$ cat config.mk
export PLATFORM = sky130hd
export DESIGN_NAME = animated_rect_evaluator
export DESIGN_NICKNAME = d
export VERILOG_FILES = /design/src/arect_pkg.sv /design/src/arect_tween.sv /design/src/animated_rect_evaluator.sv
export SDC_FILE = /design/constraint.sdc
export NUM_CORES = 2
export LEC_CHECK = 0
export BUFFER_PORTS_ARGS = -buffer_cell sky130_fd_sc_hd__buf_2
export CAP_MARGIN = 15
export CORE_UTILIZATION = 50
export DETAILED_ROUTE_END_ITERATION = 8
export GPL_TIMING_DRIVEN = 0
export HOLD_SLACK_MARGIN = 0.1
export PLACE_DENSITY = 0.66
export SLEW_MARGIN = 20
export SYNTH_ARGS = -nofsm -noshare
export SYNTH_HDL_FRONTEND = slang
export SYNTH_SLANG_ARGS = --single-unit
$ cat constraint.sdc
create_clock -name clk_i -period 34.6 [get_ports clk_i]
set_input_delay 1.73 -clock clk_i [delete_from_list [all_inputs] [get_ports clk_i]]
set_output_delay 1.73 -clock clk_i [all_outputs]
set_load 0.01 [all_outputs]
$ cat src/arect_pkg.sv
`timescale 1ns / 1ps
// ----------------------------------------------------------------------------
// Animated rectangle evaluator package
// Shared sizes, property codes and value types.
// ----------------------------------------------------------------------------
package arect_pkg;

  localparam int SLOTS  = 16;
  localparam int SLOT_W = $clog2(SLOTS);
  localparam int NODE_W = 8;
  localparam int PROP_W = 3;
  localparam int NCNT_W = 9;
  localparam int TIME_W = 32;

  localparam logic [PROP_W-1:0] PROP_X      = 3'd0;
  localparam logic [PROP_W-1:0] PROP_Y      = 3'd1;
  localparam logic [PROP_W-1:0] PROP_WIDTH  = 3'd2;
  localparam logic [PROP_W-1:0] PROP_HEIGHT = 3'd3;
  localparam logic [PROP_W-1:0] PROP_EMPTY  = 3'd4;

  localparam logic CMD_WRITE = 1'b0;
  localparam logic CMD_QUERY = 1'b1;

  typedef logic signed [15:0] coord_t;
  typedef logic [TIME_W-1:0]  ms_t;

endpackage

$ cat src/arect_tween.sv
`timescale 1ns / 1ps
// ----------------------------------------------------------------------------
// Serial tween unit
// from + (to - from) * elapsed / duration with truncation toward zero, by a
// 16-step shift-add multiply and a 16-step restoring divide on one register.
// Requires elapsed < duration.
// ----------------------------------------------------------------------------
module arect_tween (
  input  logic             clk_i,
  input  logic             rst_ni,
  input  logic             go_i,
  input  arect_pkg::coord_t from_i,
  input  arect_pkg::coord_t to_i,
  input  arect_pkg::ms_t   elapsed_i,
  input  arect_pkg::ms_t   duration_i,
  output logic             done_o,
  output arect_pkg::coord_t value_o
);
  import arect_pkg::*;

  localparam int MAG_W  = 16;
  localparam int PROD_W = TIME_W + MAG_W;
  localparam int CNT_W  = $clog2(MAG_W);

  localparam logic [1:0] T_IDLE = 2'd0;
  localparam logic [1:0] T_MUL  = 2'd1;
  localparam logic [1:0] T_DIV  = 2'd2;
  localparam logic [1:0] T_DONE = 2'd3;

  logic [1:0]        state_q, state_d;
  logic [CNT_W-1:0]  cnt_q, cnt_d;
  logic [PROD_W-1:0] prod_q;
  ms_t               mcand_q, dvsr_q;
  coord_t            from_q;
  logic              neg_q;

  logic [MAG_W:0]    delta, delta_neg;
  logic [MAG_W-1:0]  mag, quot, quot_s;
  logic [TIME_W:0]   mul_sum, div_sh;
  logic [TIME_W+1:0] div_diff;
  logic              div_ge, last_step;

  always_comb begin
    delta     = {to_i[15], to_i} - {from_i[15], from_i};
    delta_neg = (MAG_W+1)'(0) - delta;
    mag       = delta[MAG_W] ? delta_neg[MAG_W-1:0] : delta[MAG_W-1:0];
    mul_sum   = {1'b0, prod_q[PROD_W-1:MAG_W]} + (prod_q[0] ? {1'b0, mcand_q} : '0);
    div_sh    = {prod_q[PROD_W-1:MAG_W], prod_q[MAG_W-1]};
    div_diff  = {1'b0, div_sh} - {2'b00, dvsr_q};
    div_ge    = ~div_diff[TIME_W+1];
    quot      = prod_q[MAG_W-1:0];
    quot_s    = neg_q ? (~quot + MAG_W'(1)) : quot;
    last_step = (cnt_q == CNT_W'(MAG_W - 1));
  end

  assign value_o = from_q + coord_t'(quot_s);
  assign done_o  = (state_q == T_DONE);

  always_comb begin
    state_d = state_q;
    cnt_d   = cnt_q;
    unique case (state_q)
      T_IDLE: begin
        cnt_d = '0;
        if (go_i) state_d = T_MUL;
      end
      T_MUL: begin
        cnt_d = cnt_q + CNT_W'(1);
        if (last_step) state_d = T_DIV;
      end
      T_DIV: begin
        cnt_d = cnt_q + CNT_W'(1);
        if (last_step) state_d = T_DONE;
      end
      T_DONE: state_d = T_IDLE;
      default: state_d = T_IDLE;
    endcase
  end

  always_ff @(posedge clk_i or negedge rst_ni) begin
    if (!rst_ni) begin
      state_q <= T_IDLE;
      cnt_q   <= '0;
    end else begin
      state_q <= state_d;
      cnt_q   <= cnt_d;
    end
  end

  always_ff @(posedge clk_i) begin
    unique case (state_q)
      T_IDLE: begin
        if (go_i) begin
          prod_q  <= {{TIME_W{1'b0}}, mag};
          mcand_q <= elapsed_i;
          dvsr_q  <= duration_i;
          from_q  <= from_i;
          neg_q   <= delta[MAG_W];
        end
      end
      T_MUL: prod_q <= {mul_sum, prod_q[MAG_W-1:1]};
      T_DIV: prod_q <= {div_ge ? div_diff[TIME_W-1:0] : div_sh[TIME_W-1:0],
                        prod_q[MAG_W-2:0], div_ge};
      default: prod_q <= prod_q;
    endcase
  end

endmodule

$ cat src/animated_rect_evaluator.sv
`timescale 1ns / 1ps
// ----------------------------------------------------------------------------
// Animated rectangle evaluator
// Table of 16 animation slots and a serial query engine giving a node's
// animated rectangle at a given time.
// ----------------------------------------------------------------------------
// Usage:
//   A command is taken at a clock edge with start high and busy low.
//   cmd_i = write stores slot_i; busy stays low, no result.
//   cmd_i = query, for a node below node_count, walks all 16 slots in order and presents one result on
//   in_range_o / rect_*_o for exactly one cycle with done_o high.
//   Each slot that is skipped or already finished passes through a read and
//   a check state; a slot that needs interpolation also waits for the tween
//   unit (16-step multiply, 16-step divide and one done state). A node
//   outside node_count skips the walk and goes straight to the result.
//   Throughput is one query at a time; busy covers the whole walk and the
//   result cycle, so the next command is taken in the cycle after the strobe.
//   node_count is written through cfg_we_i / cfg_wdata_i; write it only while idle (not enforced by the block).
//   Reset empties every slot and clears node_count.
//   The receiver cannot stall: done_o is a one-cycle strobe.
// ----------------------------------------------------------------------------
module animated_rect_evaluator (
  input  logic                             clk_i,
  input  logic                             rst_ni,
  input  logic                             start,
  output logic                             busy,
  input  logic                             cfg_we_i,
  input  logic [arect_pkg::NCNT_W-1:0]     cfg_wdata_i,
  input  logic                             cmd_i,
  input  logic [3:0]                       slot_i,
  input  logic [arect_pkg::NODE_W-1:0]     node_index_i,
  input  logic [arect_pkg::PROP_W-1:0]     property_code_i,
  input  arect_pkg::coord_t                from_value_i,
  input  arect_pkg::coord_t                to_value_i,
  input  arect_pkg::ms_t                   duration_ms_i,
  input  arect_pkg::ms_t                   time_value_i,
  input  arect_pkg::coord_t                base_x_i,
  input  arect_pkg::coord_t                base_y_i,
  input  arect_pkg::coord_t                base_width_i,
  input  arect_pkg::coord_t                base_height_i,
  output logic                             done_o,
  output logic                             in_range_o,
  output arect_pkg::coord_t                rect_x_o,
  output arect_pkg::coord_t                rect_y_o,
  output arect_pkg::coord_t                rect_width_o,
  output arect_pkg::coord_t                rect_height_o
);
  import arect_pkg::*;

  localparam logic [2:0] S_IDLE = 3'd0;
  localparam logic [2:0] S_READ = 3'd1;
  localparam logic [2:0] S_CHK  = 3'd2;
  localparam logic [2:0] S_WAIT = 3'd3;
  localparam logic [2:0] S_DONE = 3'd4;

  localparam logic [1:0] RIDX_X = PROP_X[1:0];
  localparam logic [1:0] RIDX_Y = PROP_Y[1:0];
  localparam logic [1:0] RIDX_W = PROP_WIDTH[1:0];
  localparam logic [1:0] RIDX_H = PROP_HEIGHT[1:0];

  logic [2:0]              state_q, state_d;
  logic [SLOT_W-1:0]       slot_cnt_q, slot_cnt_d;
  logic [NCNT_W-1:0]       node_count_q;
  logic [SLOTS-1:0]        vld_q;

  logic [NODE_W+PROP_W-1:0] np_mem [SLOTS];
  logic [31:0]              ft_mem [SLOTS];
  ms_t                      dly_mem [SLOTS];
  ms_t                      dur_mem [SLOTS];

  logic [NODE_W+PROP_W-1:0] rd_np_q;
  logic [31:0]              rd_ft_q;
  ms_t                      rd_dly_q, rd_dur_q;
  logic                     rd_vld_q;

  logic [NODE_W-1:0]       node_q;
  ms_t                     time_q;
  coord_t                  rect_q [4];
  logic                    in_range_q;

  logic                    accept, wr_en, query, node_ok;
  logic [PROP_W-1:0]       rd_prop;
  logic                    match, finished, last_slot, tw_go, tw_done;
  ms_t                     elapsed;
  coord_t                  tw_value;

  always_comb begin
    accept    = start && !busy;
    wr_en     = accept && (cmd_i == CMD_WRITE);
    query     = accept && (cmd_i == CMD_QUERY);
    node_ok   = {1'b0, node_index_i} < node_count_q;
    rd_prop   = rd_vld_q ? rd_np_q[NODE_W+PROP_W-1:NODE_W] : PROP_EMPTY;
    elapsed   = time_q - rd_dly_q;
    match     = (rd_prop <= PROP_HEIGHT) && (rd_np_q[NODE_W-1:0] == node_q)
                && (time_q >= rd_dly_q);
    finished  = elapsed >= rd_dur_q;
    last_slot = (slot_cnt_q == SLOT_W'(SLOTS - 1));
    tw_go     = (state_q == S_CHK) && match && !finished;
  end

  assign busy          = (state_q != S_IDLE);
  assign done_o        = (state_q == S_DONE);
  assign in_range_o    = in_range_q;
  assign rect_x_o      = rect_q[RIDX_X];
  assign rect_y_o      = rect_q[RIDX_Y];
  assign rect_width_o  = rect_q[RIDX_W];
  assign rect_height_o = rect_q[RIDX_H];

  arect_tween u_tween (
    .clk_i      (clk_i),
    .rst_ni     (rst_ni),
    .go_i       (tw_go),
    .from_i     (coord_t'(rd_ft_q[15:0])),
    .to_i       (coord_t'(rd_ft_q[31:16])),
    .elapsed_i  (elapsed),
    .duration_i (rd_dur_q),
    .done_o     (tw_done),
    .value_o    (tw_value)
  );

  always_comb begin
    state_d    = state_q;
    slot_cnt_d = slot_cnt_q;
    unique case (state_q)
      S_IDLE: begin
        slot_cnt_d = '0;
        if (query) state_d = node_ok ? S_READ : S_DONE;
      end
      S_READ: state_d = S_CHK;
      S_CHK: begin
        if (!tw_go) begin
          state_d    = last_slot ? S_DONE : S_READ;
          slot_cnt_d = slot_cnt_q + SLOT_W'(1);
        end else begin
          state_d = S_WAIT;
        end
      end
      S_WAIT: begin
        if (tw_done) begin
          state_d    = last_slot ? S_DONE : S_READ;
          slot_cnt_d = slot_cnt_q + SLOT_W'(1);
        end
      end
      S_DONE: state_d = S_IDLE;
      default: state_d = S_IDLE;
    endcase
  end

  always_ff @(posedge clk_i or negedge rst_ni) begin
    if (!rst_ni) begin
      state_q      <= S_IDLE;
      slot_cnt_q   <= '0;
      node_count_q <= '0;
      vld_q        <= '0;
    end else begin
      state_q    <= state_d;
      slot_cnt_q <= slot_cnt_d;
      if (cfg_we_i) node_count_q <= cfg_wdata_i;
      if (wr_en) vld_q[slot_i] <= 1'b1;
    end
  end

  // table storage with registered read at the walk pointer
  always_ff @(posedge clk_i) begin
    if (wr_en) begin
      np_mem[slot_i]  <= {property_code_i, node_index_i};
      ft_mem[slot_i]  <= {to_value_i, from_value_i};
      dly_mem[slot_i] <= time_value_i;
      dur_mem[slot_i] <= duration_ms_i;
    end
    rd_np_q  <= np_mem[slot_cnt_q];
    rd_ft_q  <= ft_mem[slot_cnt_q];
    rd_dly_q <= dly_mem[slot_cnt_q];
    rd_dur_q <= dur_mem[slot_cnt_q];
    rd_vld_q <= vld_q[slot_cnt_q];
  end

  always_ff @(posedge clk_i or negedge rst_ni) begin
    if (!rst_ni) begin
      in_range_q <= 1'b0;
    end else if (query) begin
      in_range_q <= node_ok;
    end
  end

  always_ff @(posedge clk_i) begin
    if (query) begin
      node_q <= node_index_i;
      time_q <= time_value_i;
      if (node_ok) begin
        rect_q[RIDX_X] <= base_x_i;
        rect_q[RIDX_Y] <= base_y_i;
        rect_q[RIDX_W] <= base_width_i;
        rect_q[RIDX_H] <= base_height_i;
      end else begin
        rect_q[RIDX_X] <= '0;
        rect_q[RIDX_Y] <= '0;
        rect_q[RIDX_W] <= '0;
        rect_q[RIDX_H] <= '0;
      end
    end else if ((state_q == S_CHK) && match && finished) begin
      rect_q[rd_prop[1:0]] <= coord_t'(rd_ft_q[31:16]);
    end else if ((state_q == S_WAIT) && tw_done) begin
      rect_q[rd_prop[1:0]] <= tw_value;
    end
  end

endmodule

==> run summary <==
status = finished clean
count of cell types in the netlist = 95
global-route wire length before repair = 319700 um
vias per cell = 6.068
Fin Setup TNS = 0 ns
area share of the leading cell type in the synthesized netlist = 68.49%
Slew headroom = 23.25%
family with the most delay on the worst path = compound AO/OA/AOI/OAI gates
Total Wirelength = 221900 um
DRT Pass-1 Iters = 6
core footprint = 169300 um^2
Final ANT Viol Nets = 0
Fin. Hold Viols = 0
CP max FO = 8
DP Area = 92650 um^2
min Tclk post-route = 7.905 ns
final hold slack = 0.4314 ns
port bufs = 254
type of the worst min-delay path = flop to flop
layout cells sized above 1 = 27.23%
Mapped Cells = 4397
Setup WS pre-CTS = 26.53 ns
Yosys top cell by area = edfxtp_1
CP max stage cell = nor4b_2
initial core utilization = 50.37%
area delta synth->final = 16.67%
Worst Skew = 0.03955 ns
Worst Path Required = 35.15 ns
Post-DP HPWL = 155600 um
XOR/XNOR Fraction of Synth Area = 1.469%
max-slew violations = 0
count leader, synth = edfxtp_1
fin cells = 7479
RSZ-0062 raised after global routing = no
largest family of logic cells by synthesized area = multiplexers
GRT Total Usage = 25.92%
Max-Cap Viols = 0
routed length per instance = 29.66 um
adder-cell share of the synthesized area = 2.700%
fin crit share = 22.85%
Critical Path Source Type = flop
Main synth FF type = edfxtp_1
CP max stage delay = 0.92 ns
Compound-Gate Fraction of Synth Area = 4.207%
final net count = 5420
CTS root buf = clkbuf_16
grt total ovfl = 0
design area = 99490 um^2
CP endpoint kind = flop
Mapped Nets = 4767
setup ws final = 26.70 ns
Residual DRC = 0
synthesized area per cell = 19.39 um^2
Setup Fix Bufs, Post-CTS = 0
CTS tree = built
WP data arrival = 8.45 ns
EDFF count, synth = 1945
CP Depth = 25
Synth area leaders = edfxtp_1 68%, mux4_2 14%, ha_1 2.6%
Setup violations, final = 0
Hold Buf Count CTS = 0
initial antenna violation count = 33
Clock Pin Slew Worst Setup and Hold Paths = 0.06 ns
FP Rows = 151
Core Util, Final = 58.77%
Bufs on Longest Clock Path = 3
die height = 415.0 um
CTS Buf Count = 205
io pins = 256
CP bufs+invs = 5
proportion of synthesized area in mux cells = 14.89%
die width = 415.0 um
Worst Tran Pin Value = 1.119 ns
Post-Syn Area = 85270 um^2
Die Area = 172200 um^2
Crit Path Class = flop to flop
post-synthesis sequential area ratio = 72.17%
H-tree levels = 4
Resized Gates After CTS = 0
largest net degree at the start of global routing = 40
number of global-route vias before repair = 45420
Worst-Skew Late Latency = 0.86 ns
commonest cells in the netlist = 1945 x edfxtp_1, 540 x mux4_2, 176 x ha_1, 146 x inv_1, 134 x clkbuf_1
hold path depth = 0
critical path's most frequent cell = a21o_1
Cell Pwr Density = 75.68 nW/um^2
async set-reset flop share out of synthesis = 1.864%
routed vias = 45380
FF+latch count, synth = 2092
clk sinks = 2092
Reg2Reg Depth = 25
Overall Power = 7.529 mW
DP Cell Count = 7061
Max VDD drop = 0.06270 mV
simple-gate share of the synthesized area = 3.096%
global placement routability congestion = 0.8852
Synthesis Warnings = 0
P_leak = 33.64 nW
Iter 0 DRT Violations = 5090
Max Fclk = 126.5 MHz
==> final timing paths <==
check,to,slack (ns),start
hold reg to reg,u_tween.from_q[1],0.43,rd_ft_q[1]
setup / recovery,u_tween.dvsr_q[6],26.70,time_q[1]
min in group asynchronous,node_count_q[3],0.86,rst_ni
hold / removal,u_tween.from_q[1],0.43,rd_ft_q[1]
max in group asynchronous,u_tween.cnt_q[2],33.29,rst_ni
setup reg to reg,u_tween.dvsr_q[6],26.70,time_q[1]
==> routing by layer <==
| layer | GRT usage [%] | share of wire, % | vias to the layer above |
|---|---|---|---|
| met5 | 0 | 0.030 | - |
| met4 | 9.517 | 3.8 | 10 |
| met3 | 3.975 | 6.6 | 353 |
| met2 | 42.47 | 49 | 1801 |
| met1 | 35.41 | 40 | 23890 |
| li1 | - | - | 19330 |
==> area by class of cell <==
type | instances | area [um^2]
flip-flops and latches | 2092 | 61540
inverters | 147 | 554.3
clock inverters | 95 | 1015
well taps | 2218 | 2775
repair buffers | 446 | 4438
fillers | 12450 | 69800
plain buffers | 177 | 773.2
clock buffers | 291 | 5694
multi-input cells | 1981 | 22610
diodes | 32 | 80.08
==> flip-flops by register name, summed over array words and instances, names as in the netlist, 2 cells and up <==
name             cells
dly_mem            512
dur_mem            512
ft_mem             512
np_mem             176
rect_q              64
u_tween.prod_q      48
rd_dly_q            32
rd_dur_q            32
rd_ft_q             32
time_q              32
u_tween.dvsr_q      32
u_tween.mcand_q     32
u_tween.from_q      16
vld_q               16
rd_np_q             11
node_count_q         9
node_q               8
slot_cnt_q           4
u_tween.cnt_q        4
state_q              3
u_tween.state_q      2
==> power breakdown <==
part           internal, mW  switching [mW]  total, mW
Sequential             2.95           0.112       3.06
Clock                  1.26           0.960       2.22
Combinational         0.965            1.29       2.25
==> cell usage in the layout (no fill, tap or decap), drive strengths merged, types with 24 or more instances in the layout <==
| cell type | instances |
|---|---|
| nand2b | 24 |
| and2 | 44 |
| a21oi | 134 |
| mux4 | 540 |
| nand2 | 130 |
| buf | 480 |
| xnor2 | 90 |
| ha | 176 |
| o21ai | 117 |
| nand3 | 64 |
| or2 | 25 |
| clkbuf | 434 |
| o22ai | 27 |
| edfxtp | 1945 |
| nor2 | 128 |
| dfxtp | 108 |
| a21o | 72 |
| dfrtp | 39 |
| xor2 | 53 |
| diode | 32 |
| inv | 154 |
| mux2i | 51 |
| clkinv | 70 |
==> logic make-up (layout without fill, tap and decap cells) <==
| kind of cell | after synthesis | after routing |
|---|---|---|
| DFF | 2092 | 2092 |
| muxes | 593 | 593 |
| AOI/OAI and AO/OA | 536 | 536 |
| and+or+nand+nor | 528 | 528 |
| buffers and inverters | 324 | 1156 |
| adders and majority gates | 181 | 181 |
| xor gates and xnor gates | 143 | 143 |
| other | 0 | 32 |
Note: power is estimated with default switching activity, not from simulation.
